**src/rtl/core/tbp_pkg.sv**
```systemverilog
// ----------------------------------------------------------------------------
// tbp_pkg: shared types and constants of the tournament branch predictor
// Beat layouts, 2-bit counter codes and history limits.
// ----------------------------------------------------------------------------
package tbp_pkg;

  // 2-bit saturating counter
  typedef logic [1:0] ctr_t;

  localparam ctr_t CTR_MAX     = 2'd3;
  localparam ctr_t CTR_TAKEN   = 2'd2;
  localparam ctr_t CTR_BIM_RST = 2'd1;
  localparam ctr_t CTR_GSH_RST = 2'd1;
  localparam ctr_t CTR_CHO_RST = 2'd2;

  // global history limits and history length register
  localparam int unsigned HIST_W = 11;
  localparam int unsigned HB_W   = 4;
  localparam logic [HB_W-1:0] HB_MAX = 4'd11;
  localparam logic [HB_W-1:0] HB_RST = 4'd11;

  // width of the reported correct count
  localparam int unsigned OUT_CNT_W = 32;

  // input beat: one resolved branch
  typedef struct packed {
    logic [63:0] branch_addr;
    logic        taken;
  } in_beat_t;

  // result beat
  typedef struct packed {
    logic                 predicted_taken;
    logic                 used_gshare;
    logic                 correct;
    logic [OUT_CNT_W-1:0] correct_count;
  } out_beat_t;

  // training decision for one branch
  typedef struct packed {
    logic pred;
    logic use_gsh;
    logic ok;
    ctr_t bim_nxt;
    ctr_t gsh_nxt;
    ctr_t cho_nxt;
  } train_res_t;

endpackage

```
**src/rtl/core/tbp_train.sv**
```systemverilog
// ----------------------------------------------------------------------------
// tbp_train: prediction and counter training for one branch
// Picks bimodal or gshare by the chooser, trains both predictors toward the
// outcome and moves the chooser toward the one that alone was right.
// ----------------------------------------------------------------------------
module tbp_train (
  input  tbp_pkg::ctr_t       bim_ctr,
  input  tbp_pkg::ctr_t       gsh_ctr,
  input  tbp_pkg::ctr_t       cho_ctr,
  input  logic                taken,
  output tbp_pkg::train_res_t res
);
  import tbp_pkg::*;

  // saturating step of a 2-bit counter
  function automatic ctr_t train(input ctr_t c, input logic up);
    ctr_t r;
    if (up) begin
      r = (c == CTR_MAX) ? CTR_MAX : c + 2'd1;
    end else begin
      r = (c == 2'd0) ? 2'd0 : c - 2'd1;
    end
    return r;
  endfunction

  logic bim_pred;
  logic gsh_pred;
  logic bim_ok;
  logic gsh_ok;

  always_comb begin
    bim_pred    = bim_ctr >= CTR_TAKEN;
    gsh_pred    = gsh_ctr >= CTR_TAKEN;
    bim_ok      = bim_pred == taken;
    gsh_ok      = gsh_pred == taken;
    res.use_gsh = cho_ctr < CTR_TAKEN;
    res.pred    = res.use_gsh ? gsh_pred : bim_pred;
    res.ok      = res.pred == taken;
    res.bim_nxt = train(bim_ctr, taken);
    res.gsh_nxt = train(gsh_ctr, taken);
    // chooser counts up toward bimodal, down toward gshare
    if (bim_ok && !gsh_ok) begin
      res.cho_nxt = train(cho_ctr, 1'b1);
    end else if (gsh_ok && !bim_ok) begin
      res.cho_nxt = train(cho_ctr, 1'b0);
    end else begin
      res.cho_nxt = cho_ctr;
    end
  end

endmodule

```
**config.mk**
```make
export PLATFORM = sky130hd
export DESIGN_NAME = tbp_train
export DESIGN_NICKNAME = d
export VERILOG_FILES = /design/src/rtl/core/tbp_pkg.sv /design/src/rtl/core/tbp_train.sv
export SDC_FILE = /design/constraint.sdc
export NUM_CORES = 1
export LEC_CHECK = 0
export BUFFER_PORTS_ARGS = -buffer_cell sky130_fd_sc_hd__buf_2
export CORE_AREA = 2 2 39 41
export DETAILED_ROUTE_END_ITERATION = 7
export DIE_AREA = 0 0 41 43
export PLACE_DENSITY_LB_ADDON = 0.3
export SETUP_SLACK_MARGIN = 0.1
export SYNTH_ARGS = -nofsm -noshare
export SYNTH_HDL_FRONTEND = slang
export SYNTH_SLANG_ARGS = --single-unit
```
**constraint.sdc**
```tcl
create_clock -name vclk -period 1.8
set_input_delay 0.36 -clock vclk [all_inputs]
set_output_delay 0.36 -clock vclk [all_outputs]
set_load 0.01 [all_outputs]
```
**Word level (Yosys, flattened, before mapping)**

Cells that the tools add are included.

- Bits in registers: 0
- Bits in latches: 0
- Bits in writable memories: 0
- Bits in read-only memories: 0
- Input port bits: 7
- Output and inout bits: 9
- Word-level logic and storage cells: 33
- Memories kept: 0

- $add $sub $neg: 6
- Multiply operators: 0
- Divide/modulo/power cells: 0
- $lt $le $gt $ge: 3
- Eq/ne operators: 6
- Shifts and indexed selects: 0
- Multiplexer cells: 11
- Bitwise operators: 0
- Reduce and logical (&&, ||, !) cells: 7

Operators by type and width:

| cell | number |
|---|---|
| $mux W2 | 10 |
| $add A2 B1 Y2 const B | 3 |
| $eq A2 B2 Y1 const B | 3 |
| $logic_not A2 Y1 | 3 |
| $sub A2 B1 Y2 const B | 3 |
| $ge A2 B2 Y1 const B | 2 |
| $eq A1 B1 Y1 | 3 |
| $logic_and A1 B1 Y1 | 2 |
| $logic_not A1 Y1 | 2 |
| $lt A2 B2 Y1 const B | 1 |
| $mux W1 | 1 |

**Logic depth before layout (Yosys ltp)**

Gate-level depths: netlist (run 1).

- Depth in word-level cells: 6
- Depth in mapped cells: 4
- Mapped depth without buffers: 3

**Worst setup path before layout (run 1)**

Ideal clock, no wire load.

- Path type: input port to output port
- Start point: input bim_ctr[1]
- End point: output res[6] (netlist bit)
- Arrival time: 0.978 ns
- Data required time: 1.440 ns
- Slack: 0.462 ns
- Stages on the path: 4
- Buffers on the path: 1
- Cells stage by stage: buf_6 > and2_4 > a21o_4 > xnor2_2

RTL lines:

| item | line | text |
|---|---|---|
| start: declaration | tbp_train.sv:7 | `input tbp_pkg::ctr_t bim_ctr,` |
| end: declaration | tbp_train.sv:11 | `output tbp_pkg::train_res_t res` |

==> run summary, run 1 <==
# DRC = 0
CP required = 1.44 ns
Peak VDD IR = 0.0777 mV
Pwr dens = 275 nW/um^2
Setup WS pre-CTS = 0.207 ns
WP buf/inv = 2
Final nets = 50
Period utilisation layout = 87.4%
Vias in the first global route = 162
Yosys top cell by area = maj3_1
Vias per inst = 3.93
Total GRT Usage = 5.21%
Post-CTS setup buffers = 0
Post-Syn Nets = 35
Die width = 41 um
Maxcap violations = 0
Worst setup margin = 0.227 ns
Status = completed
Synth top area share = 17.1%
Pins Over Slew Limit = 0
CP Data Arrival Time = 1.21 ns
Register area share after synthesis = 0%
Cells after synthesis = 28
Most used cell, CP = buf_2
Slowest cell on the critical path = a221oi_2
Hold_buf cts = 0
Ports = 16
DR iter-0 viols = 0
YS warnings = 0
FF/Latch Area = 0 um^2
Reg power frac = 0%
CP Max Fanout = 11
Routed len/inst = 8.30 um
First-pass GRT wire length = 683 um
WS Path Type = in2out
Drt pass-1 iters = 1
Initial Utilization = 16.9%
Rel. slew slack = 85.6%
Hold depth = 3
HP Class = in2out
Antenna violations before repair = 0
Setup repair after global routing missed its margin = no
Leak Pwr = 0.144 nW
Final Core Density = 21.7%
Max frequency = 636 MHz
Hpwl dp = 398 um
Area grow syn2layout = 28.3%
Largest net degree at the start of global routing = 12
CP Launch Type = primary input
Final wirelength = 473 um
Final setup fails = 0
Post-synth top cells = inv_1, maj3_1, buf_6
Filler Cell Count = 164
RD Place Congestion = 0.683
Internal = 40.1 uW
Switching Share = 51.4%
Die Ht = 43 um
CLK BUF = 0
Max incr delay on CP = 0.26 ns
Final Hold Vio Count = 0
Mapped Area = 234 um^2
Worst-margin pin slew = 0.216 ns
Via count = 224
P_sw = 42.5 uW
Row cnt = 14
Final min period = 1.57 ns
Fin Setup TNS = 0 ns
I/O Buffers = 16
Clock power frac = 0%
Grt ovf = 0
CP top delay family = buffers and inverters
Crit-path cells = buf_2 -> nand2b_1 -> o22ai_1 -> a221oi_2 -> buf_2
Total core area = 1380 um^2
Placed inst area = 300 um^2
Post_cts resized = 0
Die area = 1760 um^2
Seq_cells = 0
Final ANT Viol Nets = 0
Dominant cells by area after synthesis = maj3_1, buf_6, xnor2_2, xor2_2, a21o_4
Synthesized area per cell = 8.36 um^2
Fin area = 300 um^2
Share of cells above drive strength 1 = 51.2%
Crit path depth = 5
Combinational share of power = 100.0%
Synth cell types = 19
# diodes = 0
Hold_ws = 1.05 ns
Crit path capture type = output port
-- routing by layer --
layer / wire [um] / GRT usage [%] / vias up
met5: 0 / 0 / -
met4: 0 / 0 / 0
met3: 39 / 0 / 0
met2: 208 / 8.44 / 9
met1: 225 / 7.96 / 92
li1: - / - / 123
-- layout by cell type, fill, tap and decap left out --
| cell type | n |
|---|---|
| a41oi_1 | 1 |
| inv_1 | 4 |
| and2_4 | 1 |
| and2b_1 | 1 |
| buf_2 | 16 |
| xor2_2 | 1 |
| a21o_4 | 1 |
| a21oi_1 | 1 |
| o21ai_0 | 2 |
| nor3b_1 | 1 |
| nand2b_1 | 1 |
| a211oi_1 | 1 |
| a221oi_2 | 1 |
| maj3_1 | 4 |
| o22ai_1 | 1 |
| or2b_1 | 1 |
| nand2_1 | 1 |
| nor2_1 | 1 |
| xnor2_2 | 1 |
-- power by group through the flow --
stage,Combinational [mW],Sequential (mW),Clock (mW)
after floorplan,0.0607,0,0
after global placement,0.0843,0,0
after detailed placement,0.0840,0,0
after CTS,0.0843,0,0
after global routing,0.0914,0,0
final,0.0826,0,0
-- path summary, 6_finish.rpt --
path / from / endpoint
min: cho_ctr[1] / res[7]
max: taken / res[0]
-- stage by stage --
| step | std cells | total power [mW] |
|---|---|---|
| finish | 57 | 0.0826 |
| global route | 57 | 0.0914 |
| CTS | 57 | 0.0843 |
| detailed placement | 57 | 0.0840 |
| global placement | 57 | 0.0843 |
| floorplan | 28 | 0.0607 |
-- cells by family after synthesis --
| kind of cell | after synthesis | synth area share [%] |
|---|---|---|
| AOI/OAI and AO/OA | 8 | 28.9 |
| and+or+nand+nor | 7 | 19.3 |
| buffers and inverters | 7 | 20.9 |
| adders and majority gates | 4 | 17.1 |
| xor gates and xnor gates | 2 | 13.9 |
-- worst min-delay path, stage by stage --
cell and delay (ns):
buf_2 0.13, inv_1 0.07, buf_2 0.14
-- area by class of cell --
type                       instances  area [um^2]  area share (%)
inverter                           4         15.0            5.00
multi-input combinational         21          185            61.7
tap                               16         20.0            6.67
timing repair buffer              16         80.1            26.7
(Power assumes the default switching activity.)
==> run 2, diff against run 1 <==
--- a/config.mk
+++ b/config.mk
@@ -5,10 +5,10 @@
 export SDC_FILE = /design/constraint.sdc
 export NUM_CORES = 1
 export LEC_CHECK = 0
-export BUFFER_PORTS_ARGS = -buffer_cell sky130_fd_sc_hd__buf_2
 export CORE_AREA = 2 2 39 41
 export DETAILED_ROUTE_END_ITERATION = 7
 export DIE_AREA = 0 0 41 43
+export DONT_BUFFER_PORTS = 1
 export PLACE_DENSITY_LB_ADDON = 0.3
 export SETUP_SLACK_MARGIN = 0.1
 export SYNTH_ARGS = -nofsm -noshare
==> run summary, run 2 (synthesized netlist as in run 1, its figures left out) <==
Pwr dens = 223 nW/um^2 (-19%)
Hold_buf cts = 0 (unchanged)
Final wirelength = 465 um (-1.7%)
Row cnt = 14 (unchanged)
Setup repair after global routing missed its margin = no
Post-CTS setup buffers = 0 (unchanged)
Crit path capture type = output port
Largest net degree at the start of global routing = 12 (unchanged)
Share of cells above drive strength 1 = 20.0% (-31 points)
Fin Setup TNS = 0 ns (unchanged)
Met2 routed WL = 231 um (+11%)
# DRC = 0 (unchanged)
CP Launch Type = primary input
CP required = 1.44 ns (about the same)
Period utilisation layout = 71.9% (-15 points)
Die width = 41 um (unchanged)
FF/Latch Area = 0 um^2 (unchanged)
Final setup fails = 0 (unchanged)
CP Data Arrival Time = 0.93 ns (-0.28 ns)
# diodes = 0 (unchanged)
Max incr delay on CP = 0.35 ns (+0.09 ns)
Hpwl dp = 392 um (-1.4%)
Ports = 16 (unchanged)
Final nets = 34 (-32%)
Final Hold Vio Count = 0 (unchanged)
Worst-margin pin slew = 0.421 ns (+0.206 ns)
WS Path Type = in2out
CP Max Fanout = 5 (-6)
Peak VDD IR = 0.0481 mV (-38%)
Antenna violations before repair = 0 (unchanged)
Hold_ws = 0.783 ns (-0.268 ns)
WP buf/inv = 0 (-2)
Rel. slew slack = 71.6% (-14 points)
Post_cts resized = 0 (unchanged)
Max frequency = 772 MHz (+21%)
Routed wire length on met3 = 43 um (+10%)
Initial Utilization = 16.9% (unchanged)
DR iter-0 viols = 0 (unchanged)
Hold depth = 1 (-2)
Maxcap violations = 0 (unchanged)
Die Ht = 43 um (unchanged)
Routed len/inst = 11.3 um (+37%)
Seq_cells = 0 (unchanged)
Grt ovf = 0 (unchanged)
CP top delay family = compound AO/OA/AOI/OAI gates
I/O Buffers = 0 (-16)
Total core area = 1380 um^2 (unchanged)
Die area = 1760 um^2 (unchanged)
Leak Pwr = 0.0813 nW (-44%)
Worst Hold End = res[7]
Most frequent cells in the layout = inv_1, maj3_1, o21ai_0
Status = completed
Slowest cell on the critical path = a221oi_2
Via count = 179 (-20%)
HP Class = in2out
Vias per inst = 4.37 (+11%)
Hold Startpoint = cho_ctr[1]
Total GRT Usage = 5.10% (-0.11 points)
Area grow syn2layout = -5.88%
Vias in the first global route = 145 (-10%)
Final min period = 1.29 ns (-0.278 ns)
Pins Over Slew Limit = 0 (unchanged)
Final ANT Viol Nets = 0 (unchanged)
CLK BUF = 0 (unchanged)
Drt pass-1 iters = 1 (unchanged)
RD Place Congestion = 0.615 (-9.9%)
Routed met1 length = 190 um (-16%)
Crit-path cells = or2b_1 -> a221oi_2
Setup crit start = cho_ctr[1]
First-pass GRT wire length = 662 um (-3.1%)
Top Metal Used = met3
## run 2: worst max-delay path by stage
stage              to  cells after the start
6_report       res[0]                      2
4_1_cts        res[0]                      2
3_5_place_dp   res[0]                      2
2_1_floorplan  res[6]                      4
3_3_place_gp   res[0]                      2
5_1_grt        res[1]                      3
## run 2: final cells by class
| class | count | area [um^2] |
|---|---|---|
| Multi-Input combinational cell | 21 | 185 |
| Inverter | 4 | 15.0 |
| Tap cell | 16 | 20.0 |
| Fill cell | 154 | 1160 |
## run 2: metrics by stage
stage               total power, mW  utilization (%)  instance area (um^2)  setup slack (ns)  cells
floorplan                    0.0607                -                   234             0.462     28
global placement             0.0500             15.9                   220             0.512     41
detailed placement           0.0503             15.9                   220             0.491     41
CTS                          0.0504             15.9                   220             0.491     41
global route                 0.0534             15.9                   220             0.480     41
finish                       0.0491             15.9                   220             0.505     41
## run 2: where the power goes
group / switching [mW] / internal (mW) / total, mW / leakage (nW)
Clock: 0 / 0 / 0 / 0
Combinational: 0.0248 / 0.0243 / 0.0491 / 0.0813
Sequential: 0 / 0 / 0 / 0
## run 2: layer usage
metal	vias up	track usage [%]
met2	10	7.19
met4	0	0
met5	-	0
met1	79	7.94
met3	0	1.57
li1	90	-
==> run 3, diff against run 2 <==
==> constraint.sdc (replaced) <==
create_clock -name vclk -period 1.1
set_input_delay 0.22 -clock vclk [all_inputs]
set_output_delay 0.22 -clock vclk [all_outputs]
set_load 0.01 [all_outputs]
==> run summary, run 3 (synthesized netlist as in run 1, its figures left out) <==
Final min period = 1.01 ns
Worst-margin pin slew = 0.258 ns (-0.164 ns)
Pins Over Slew Limit = 0 (unchanged)
Routed len/inst = 12.6 um (+11%)
HP Class = in2out
CP Data Arrival Time = 0.79 ns (-0.14 ns)
CLK BUF = 0 (unchanged)
Crit path capture type = output port
Share of cells above drive strength 1 = 20.0% (unchanged)
Final Core Density = 18.4% (+2.4 points)
# DRC = 0 (unchanged)
Vias per inst = 4.49 (+2.8%)
Setup repair after global routing missed its margin = yes
Final setup fails = 0 (unchanged)
Fin area = 254 um^2 (+15%)
Max incr delay on CP = 0.32 ns (-0.03 ns)
Final wirelength = 518 um (+11%)
Die area = 1760 um^2 (unchanged)
Status = completed
Final cell count without fillers = 41 (unchanged)
Final nets = 34 (unchanged)
I/O Buffers = 0 (unchanged)
DR iter-0 viols = 1 (+1)
Total power = 100 uW (+100%)
Initial Utilization = 16.9% (unchanged)
Area grow syn2layout = 8.56%
Placed inst area = 231 um^2 (+5.1%)
Peak VDD IR = 0.0990 mV (+110%)
WP buf/inv = 0 (unchanged)
Maxcap violations = 0 (unchanged)
FF/Latch Area = 0 um^2 (unchanged)
Critical Path Sink = res[0]
CP Launch Type = primary input
Period utilisation layout = 91.6%
Vias in the first global route = 159 (+9.7%)
CP Max Fanout = 5 (unchanged)
Pwr dens = 395 nW/um^2 (+77%)
Total GRT Usage = 6.10% (+1.0 points)
Crit-path cells = or2b_1 -> a221oi_4
# diodes = 0 (unchanged)
Die Ht = 43 um (unchanged)
Die width = 41 um (unchanged)
First-pass GRT wire length = 779 um (+18%)
Fin Setup TNS = 0 ns (unchanged)
Hold_buf cts = 0 (unchanged)
Slowest cell on the critical path = a221oi_4
Total core area = 1380 um^2 (unchanged)
Ports = 16 (unchanged)
Post-Place Cells = 41 (unchanged)
Grt ovf = 0 (unchanged)
Hold depth = 1 (unchanged)
Seq_cells = 0 (unchanged)
CP top delay family = compound AO/OA/AOI/OAI gates
Final Hold Vio Count = 0 (unchanged)
Most frequent cells in the layout = inv_1, maj3_1
Via count = 184 (+2.8%)
Largest net degree at the start of global routing = 12 (unchanged)
Rel. slew slack = 82.8% (+11 points)
Leak Pwr = 0.0866 nW (+6.6%)
CP required = 0.88 ns (-0.56 ns)
RD Place Congestion = 0.626 (+1.8%)
WS Path Type = in2out
Crit path depth = 2 (unchanged)
Drt pass-1 iters = 3 (+2)
Antenna violations before repair = 0 (unchanged)
Setup crit start = cho_ctr[1]
Final ANT Viol Nets = 0 (unchanged)
Row cnt = 14 (unchanged)
Max frequency = 992 MHz
==> run 3: layout make-up <==
class                      instances  area (um^2)
multi-input combinational         21          219
inverter                           4         15.0
fill                             158         1130
tap                               16         20.0
==> run 3: metal layers <==
metal,share of wire (%),GRT usage (%)
met5,0,0
met4,0,0
met3,5.8,0.524
met2,50,9.38
met1,44,9.52
==> run 3: timing repair <==
| action | in CTS | in global routing |
|---|---|---|
| pin swaps | 1 | 0 |
| resized for setup | 1 | 1 |
| buffers inserted | 0 | 0 |
| endpoints found under the setup margin | 1 | 1 |
==> run 3: worst min-delay path by stage <==
stage | startpoint | end | slack [ns]
after floorplan | cho_ctr[1] | res[7] | 0.50
after global placement | taken | res[6] | 0.50
after detailed placement | cho_ctr[1] | res[7] | 0.51
after CTS | cho_ctr[1] | res[7] | 0.51
after global routing | cho_ctr[1] | res[7] | 0.51
final | cho_ctr[1] | res[7] | 0.50
==> run 3: power breakdown <==
group | switching [mW] | leakage [nW] | internal, mW
Clock | 0 | 0 | 0
Combinational | 0.0481 | 0.0866 | 0.0523
Sequential | 0 | 0 | 0
==> run 3: stage by stage <==
step           hold slack (ns)  worst slack (ns)
3_3_place_gp             0.503            0.0597
2_1_floorplan            0.497            0.0523
4_1_cts                  0.507            0.0822
3_5_place_dp             0.507            0.0538
5_1_grt                  0.508            0.0779
6_report                 0.505            0.0921
